**src/hw/rtl/gdfo_pkg.sv**
```systemverilog
`timescale 1ns / 1ps
// Shared widths, command and result codes, and control/status bundles
// for the depth-first order block. No dependencies.
package gdfo_pkg;

  localparam int CMD_W  = 2;
  localparam int VTX_W  = 6;
  localparam int KIND_W = 2;
  localparam int CFG_W  = 7;

  localparam logic [CMD_W-1:0] CMD_APPEND = 2'd0;
  localparam logic [CMD_W-1:0] CMD_RUN    = 2'd1;
  localparam logic [CMD_W-1:0] CMD_CLEAR  = 2'd2;

  localparam logic [KIND_W-1:0] KIND_VISIT   = 2'd0;
  localparam logic [KIND_W-1:0] KIND_ACCEPT  = 2'd1;
  localparam logic [KIND_W-1:0] KIND_REJECT  = 2'd2;
  localparam logic [KIND_W-1:0] KIND_CLEARED = 2'd3;

  localparam logic [CFG_W-1:0] VCOUNT_RESET = 7'd1;

  typedef struct packed {
    logic ld_app;
    logic app_exec;
    logic clr_exec;
    logic run_start;
    logic run_rd;
    logic step;
    logic push;
    logic pop;
    logic pop_load;
    logic flush;
  } ctrl_cmd_t;

  typedef struct packed {
    logic out_free;
    logic has_nb;
    logic take_nb;
    logic depth_one;
  } dp_stat_t;

endpackage

```
**src/hw/rtl/gdfo_if.sv**
```systemverilog
`timescale 1ns / 1ps
// Valid/ready channel interfaces: command words in, result words out,
// and the vertex count write channel. Depends on gdfo_pkg.
interface gdfo_in_if;
  logic                         valid;
  logic                         ready;
  logic [gdfo_pkg::CMD_W-1:0]   cmd;
  logic [gdfo_pkg::VTX_W-1:0]   owner_vertex;
  logic [gdfo_pkg::VTX_W-1:0]   neighbor_vertex;
  modport source (output valid, cmd, owner_vertex, neighbor_vertex, input ready);
  modport sink   (input valid, cmd, owner_vertex, neighbor_vertex, output ready);
endinterface


```
**src/hw/rtl/gdfo_ctrl.sv**
```systemverilog
`timescale 1ns / 1ps
// Sequencer for append, clear and depth-first run commands.
// Depends on gdfo_pkg and gdfo_if; drives the datapath through ctrl_cmd_t.
module gdfo_ctrl (
  input  logic                  clk,
  input  logic                  rst_n,
  gdfo_in_if.sink               in_ch,
  input  gdfo_pkg::dp_stat_t    stat,
  output gdfo_pkg::ctrl_cmd_t   cmd
);

  typedef enum logic [6:0] {
    S_IDLE  = 7'b0000001,
    S_APP   = 7'b0000010,
    S_CLR   = 7'b0000100,
    S_RD    = 7'b0001000,
    S_EV    = 7'b0010000,
    S_POP   = 7'b0100000,
    S_FLUSH = 7'b1000000
  } state_t;

  state_t state_r, state_nxt;
  logic   accept;

  assign in_ch.ready = (state_r == S_IDLE);
  assign accept      = in_ch.valid && (state_r == S_IDLE);

  always_comb begin
    cmd           = '0;
    cmd.ld_app    = accept && (in_ch.cmd == gdfo_pkg::CMD_APPEND);
    cmd.run_start = accept && (in_ch.cmd == gdfo_pkg::CMD_RUN);
    cmd.app_exec  = (state_r == S_APP) && stat.out_free;
    cmd.clr_exec  = (state_r == S_CLR) && stat.out_free;
    cmd.run_rd    = (state_r == S_RD);
    cmd.step      = (state_r == S_EV) && stat.has_nb && !stat.take_nb;
    cmd.push      = (state_r == S_EV) && stat.take_nb && stat.out_free;
    cmd.pop       = (state_r == S_EV) && !stat.has_nb;
    cmd.pop_load  = (state_r == S_POP);
    cmd.flush     = (state_r == S_FLUSH) && stat.out_free;
  end

  always_comb begin
    state_nxt = state_r;
    case (state_r)
      S_IDLE: begin
        if (accept) begin
          case (in_ch.cmd)
            gdfo_pkg::CMD_APPEND: state_nxt = S_APP;
            gdfo_pkg::CMD_RUN:    state_nxt = S_RD;
            gdfo_pkg::CMD_CLEAR:  state_nxt = S_CLR;
            default:              state_nxt = S_IDLE;
          endcase
        end
      end
      S_APP:   if (stat.out_free) state_nxt = S_IDLE;
      S_CLR:   if (stat.out_free) state_nxt = S_IDLE;
      S_RD:    state_nxt = S_EV;
      S_EV: begin
        if (!stat.has_nb) begin
          state_nxt = stat.depth_one ? S_FLUSH : S_POP;
        end else if (!stat.take_nb || stat.out_free) begin
          state_nxt = S_RD;
        end
      end
      S_POP:   state_nxt = S_RD;
      S_FLUSH: if (stat.out_free) state_nxt = S_IDLE;
      default: state_nxt = S_IDLE;
    endcase
  end

  always_ff @(posedge clk) begin
    if (!rst_n) begin
      state_r <= S_IDLE;
    end else begin
      state_r <= state_nxt;
    end
  end

endmodule

```
**src/flat_wrapper.sv**
```systemverilog
// flat-port wrapper written by rule: the top's interface ports become plain ports
module gdfo_ctrl_flat 
  (clk, rst_n, stat, cmd, in_ch_valid, in_ch_cmd, in_ch_owner_vertex, in_ch_neighbor_vertex, in_ch_ready);
  gdfo_in_if in_ch_i ();
  input  logic clk;
  input  logic rst_n;
  input  gdfo_pkg::dp_stat_t stat;
  output gdfo_pkg::ctrl_cmd_t cmd;
  input wire logic [$bits(in_ch_i.valid)-1:0] in_ch_valid;
  input wire logic [$bits(in_ch_i.cmd)-1:0] in_ch_cmd;
  input wire logic [$bits(in_ch_i.owner_vertex)-1:0] in_ch_owner_vertex;
  input wire logic [$bits(in_ch_i.neighbor_vertex)-1:0] in_ch_neighbor_vertex;
  output wire logic [$bits(in_ch_i.ready)-1:0] in_ch_ready;
  assign in_ch_i.valid = in_ch_valid;
  assign in_ch_i.cmd = in_ch_cmd;
  assign in_ch_i.owner_vertex = in_ch_owner_vertex;
  assign in_ch_i.neighbor_vertex = in_ch_neighbor_vertex;
  assign in_ch_ready = in_ch_i.ready;
  gdfo_ctrl u_core (.clk(clk), .rst_n(rst_n), .in_ch(in_ch_i), .stat(stat), .cmd(cmd));
endmodule
```
**config.mk**
```make
export PLATFORM = sky130hd
export DESIGN_NAME = gdfo_ctrl_flat
export DESIGN_NICKNAME = d
export VERILOG_FILES = /design/src/hw/rtl/gdfo_pkg.sv /design/src/hw/rtl/gdfo_if.sv /design/src/hw/rtl/gdfo_ctrl.sv /design/src/flat_wrapper.sv
export SDC_FILE = /design/constraint.sdc
export NUM_CORES = 1
export LEC_CHECK = 0
export CORE_AREA = 2 2 39 41
export DETAILED_ROUTE_END_ITERATION = 12
export DIE_AREA = 0 0 41 43
export DONT_BUFFER_PORTS = 1
export PLACE_DENSITY = 0.51
export SYNTH_ARGS = -nofsm -noshare
export SYNTH_HDL_FRONTEND = slang
export SYNTH_SLANG_ARGS = --single-unit
```
**constraint.sdc**
```tcl
create_clock -name clk -period 4.2 [get_ports clk]
set_input_delay 0.42 -clock clk [delete_from_list [all_inputs] [get_ports clk]]
set_output_delay 0.42 -clock clk [all_outputs]
set_load 0.01 [all_outputs]
```
==> impl_metrics.json <==
{
  "die_area_mm2": 0.00176,
  "tritoncts": "built",
  "avgSynthCellArea_um2": 8.47,
  "drc": 0,
  "endpoint_kind": "output port",
  "seq_power_share_pct": 47.0,
  "whs_path_depth": 1,
  "setup_viol": 0,
  "fin_setup_tns_ps": 0,
  "slew_violations": 0,
  "slowest_stage": "or4_4",
  "internal_power_mw": 0.115,
  "clk_path_buf_depth": 2,
  "fin_cells": 76,
  "first_pass_iters": 4,
  "largest_reg_flops": 7,
  "top_register": "u_core.state_r",
  "period_share_pct": 57.9,
  "switchingPower_mw": 0.0399,
  "vias_per_cell": 5.80,
  "drtIter0Drc": 6,
  "io_pins": 32,
  "ir_drop_mv": 0.142,
  "status": "complete, no violations",
  "finalClockSkew_ps": 2.67,
  "grt_pass1_vias": 400,
  "fmax_mhz": 411,
  "synth_top_cell_area_share_pct": 29.0,
  "cpMostUsedCell": "or4_4",
  "cp_max_fo": 7,
  "holdCritPathClass": "in -> reg",
  "synthCells": 57,
  "cts_resized": 0,
  "cts_setup_buffers": 0,
  "seq_area_frac_synth_pct": 29.0,
  "clkSinkCount": 7,
  "final_nets": 82,
  "finalWirelength_um": 1100,
  "hpwl_um": 855,
  "crit_path_max_incr_delay_ps": 570,
  "cts-buffers-inserted": 3,
  "tightest_slew_ps": 808,
  "min_period_ps": 2430,
  "chipWidth_um": 41,
  "rows": 14,
  "yosysUniqueCellTypes": 26,
  "antenna_found_initial": 0,
  "cp_num_buf_inv": 0,
  "grt_max_degree": 9,
  "ant_nets": 0,
  "track_usage_pct": 13.2,
  "max_cap_viol_count": 0,
  "power_frac_clock_pct": 38.0,
  "syn_to_final_growth_pct": 7.25,
  "rsz0062_at_grt": "false",
  "cts-root-buf": "clkbuf_4",
  "cp_data_arrival_time_ps": 2010,
  "cp_num_cells": 3,
  "synth.ff_latch_count": 7,
  "diodes": 0,
  "yosys.area.top_type": "dfxtp_1",
  "grt_pass1_wl_um": 1500,
  "path_cells": "or4_4 > or4_4 > nor3b_1",
  "switching_share_pct": 25.8,
  "core_area_mm2": 0.00138,
  "cp.required_ps": 3780,
  "netlist_top_cells_area": "dfxtp_1, nor4b_1, nor3b_1",
  "ys_warn_count": 0,
  "p_per_area_mw_per_mm2": 299,
  "reg2reg_depth": 4,
  "place.gp.congestion": 0.717,
  "relSlewSlack_pct": 45.4,
  "cp_top_family": "simple AND/OR/NAND/NOR gates",
  "cp-start-kind": "flop",
  "cts_hold_buf": 0,
  "reg_top3": "u_core.state_r (7)",
  "dr_total_vias": 441,
  "fill_cells": 151,
  "hold_viol_final": 0,
  "clock_latency_ps": 240,
  "layout-drive-gt1-share_pct": 10.0,
  "worstSetupPathType": "reg -> out",
  "synthesis.nets": 78,
  "p_comb_share_pct": 15.0,
  "die-height_um": 43,
  "avgRoutedWirePerCell_um": 14.4,
  "p_leak_nw": 0.175,
  "io_buffers": 0,
  "gr-total-overflow": 0,
  "htreeDepth": 1,
  "path_clk_slew_ps": 50,
  "syn_area_um2": 483,
  "initial_core_util_pct": 34.9,
  "dpl.cell_count": 72
}
## metrics by stage
| stage | area (um^2) | util [%] | setup WS [ps] | hold WS (ps) | total power, mW |
|---|---|---|---|---|---|
| after floorplan | 483 | - | 2080 | 510 | 0.0935 |
| after global placement | 492 | 35.5 | 2020 | 541 | 0.0971 |
| after detailed placement | 492 | 35.5 | 2040 | 542 | 0.0974 |
| after CTS | 518 | 37.4 | 1760 | 280 | 0.158 |
| after global routing | 518 | 37.4 | 1660 | 280 | 0.163 |
| final | 518 | 37.4 | 1770 | 292 | 0.155 |
## layer usage
metal	global-route usage, %	wire (um)
met1	16.8	553
met2	17.8	422
met3	2.09	107
met4	12.0	12
met5	0	0
## power by group through the flow
stage | Sequential [mW] | Clock, mW | Combinational [mW]
3_3_place_gp | 0.0739 | 0 | 0.0232
5_1_grt | 0.0729 | 0.0646 | 0.0255
3_5_place_dp | 0.0740 | 0 | 0.0234
4_1_cts | 0.0726 | 0.0621 | 0.0234
2_1_floorplan | 0.0727 | 0 | 0.0208
6_report | 0.0728 | 0.0589 | 0.0232
## worst paths after layout
path / endpoint / slack [ps] / startpoint
setup / recovery: cmd[4] / 1770 / u_core.state_r[6]$_SDFFE_PN0P_
hold / removal: u_core.state_r[4]$_SDFFE_PN0P_ / 290 / rst_n
setup reg to reg: u_core.state_r[0]$_SDFFE_PN1P_ / 2150 / u_core.state_r[6]$_SDFFE_PN0P_
hold reg to reg: u_core.state_r[6]$_SDFFE_PN0P_ / 560 / u_core.state_r[6]$_SDFFE_PN0P_
## cells in the final DEF, fill, tap and decap left out
cell type	netlist	final
dfxtp_1	7	7
nor4b_1	5	5
nor3_1	4	4
nor3b_1	4	4
o21ai_0	4	4
inv_1	3	3
nor2_1	3	3
o21a_1	3	3
clkbuf_4	0	3
or4_4	2	2
nand3_1	2	2
and3_1	2	2
nand2_1	2	2
o2111a_1	2	2
a21boi_1	2	2
xor2_1	1	1
nand3b_1	1	1
nor2_4	1	1
a21oi_1	1	1
nand2b_1	1	1
o32ai_1	1	1
nand4b_1	1	1
nor4_1	1	1
a21boi_0	1	1
a21o_1	1	1
o21ai_1	1	1
clkbuf_1	0	1
## synthesized netlist by cell type
cell type  instances
a21boi_0           1
a21boi_1           2
a21o_1             1
a21oi_1            1
and3_1             2
buf_6              1
dfxtp_1            7
inv_1              3
nand2_1            2
nand2b_1           1
nand3_1            2
nand3b_1           1
nand4b_1           1
nor2_1             3
nor2_4             1
nor3_1             4
nor3b_1            4
nor4_1             1
nor4b_1            5
o2111a_1           2
o21a_1             3
o21ai_0            4
o21ai_1            1
o32ai_1            1
or4_4              2
xor2_1             1
## area by class of cell
class / count / area (um^2) / share of cell area, %
Multi-Input combinational cell: 46 / 320 / 61.8
Sequential cell: 7 / 140 / 27.1
Clock buffer: 4 / 26.3 / 5.07
Tap cell: 16 / 20.0 / 3.86
Inverter: 3 / 11.3 / 2.17
## kinds of logic after synthesis
group                  after synthesis  synth area share [%]
AND/OR/NAND/NOR                     29                  40.9
flip-flops                           7                  29.0
AO/OA/AOI/OAI                       16                  23.6
buffers and inverters                4                  4.66
XOR/XNOR                             1                  1.81
Note: power is estimated with default switching activity, not from simulation.
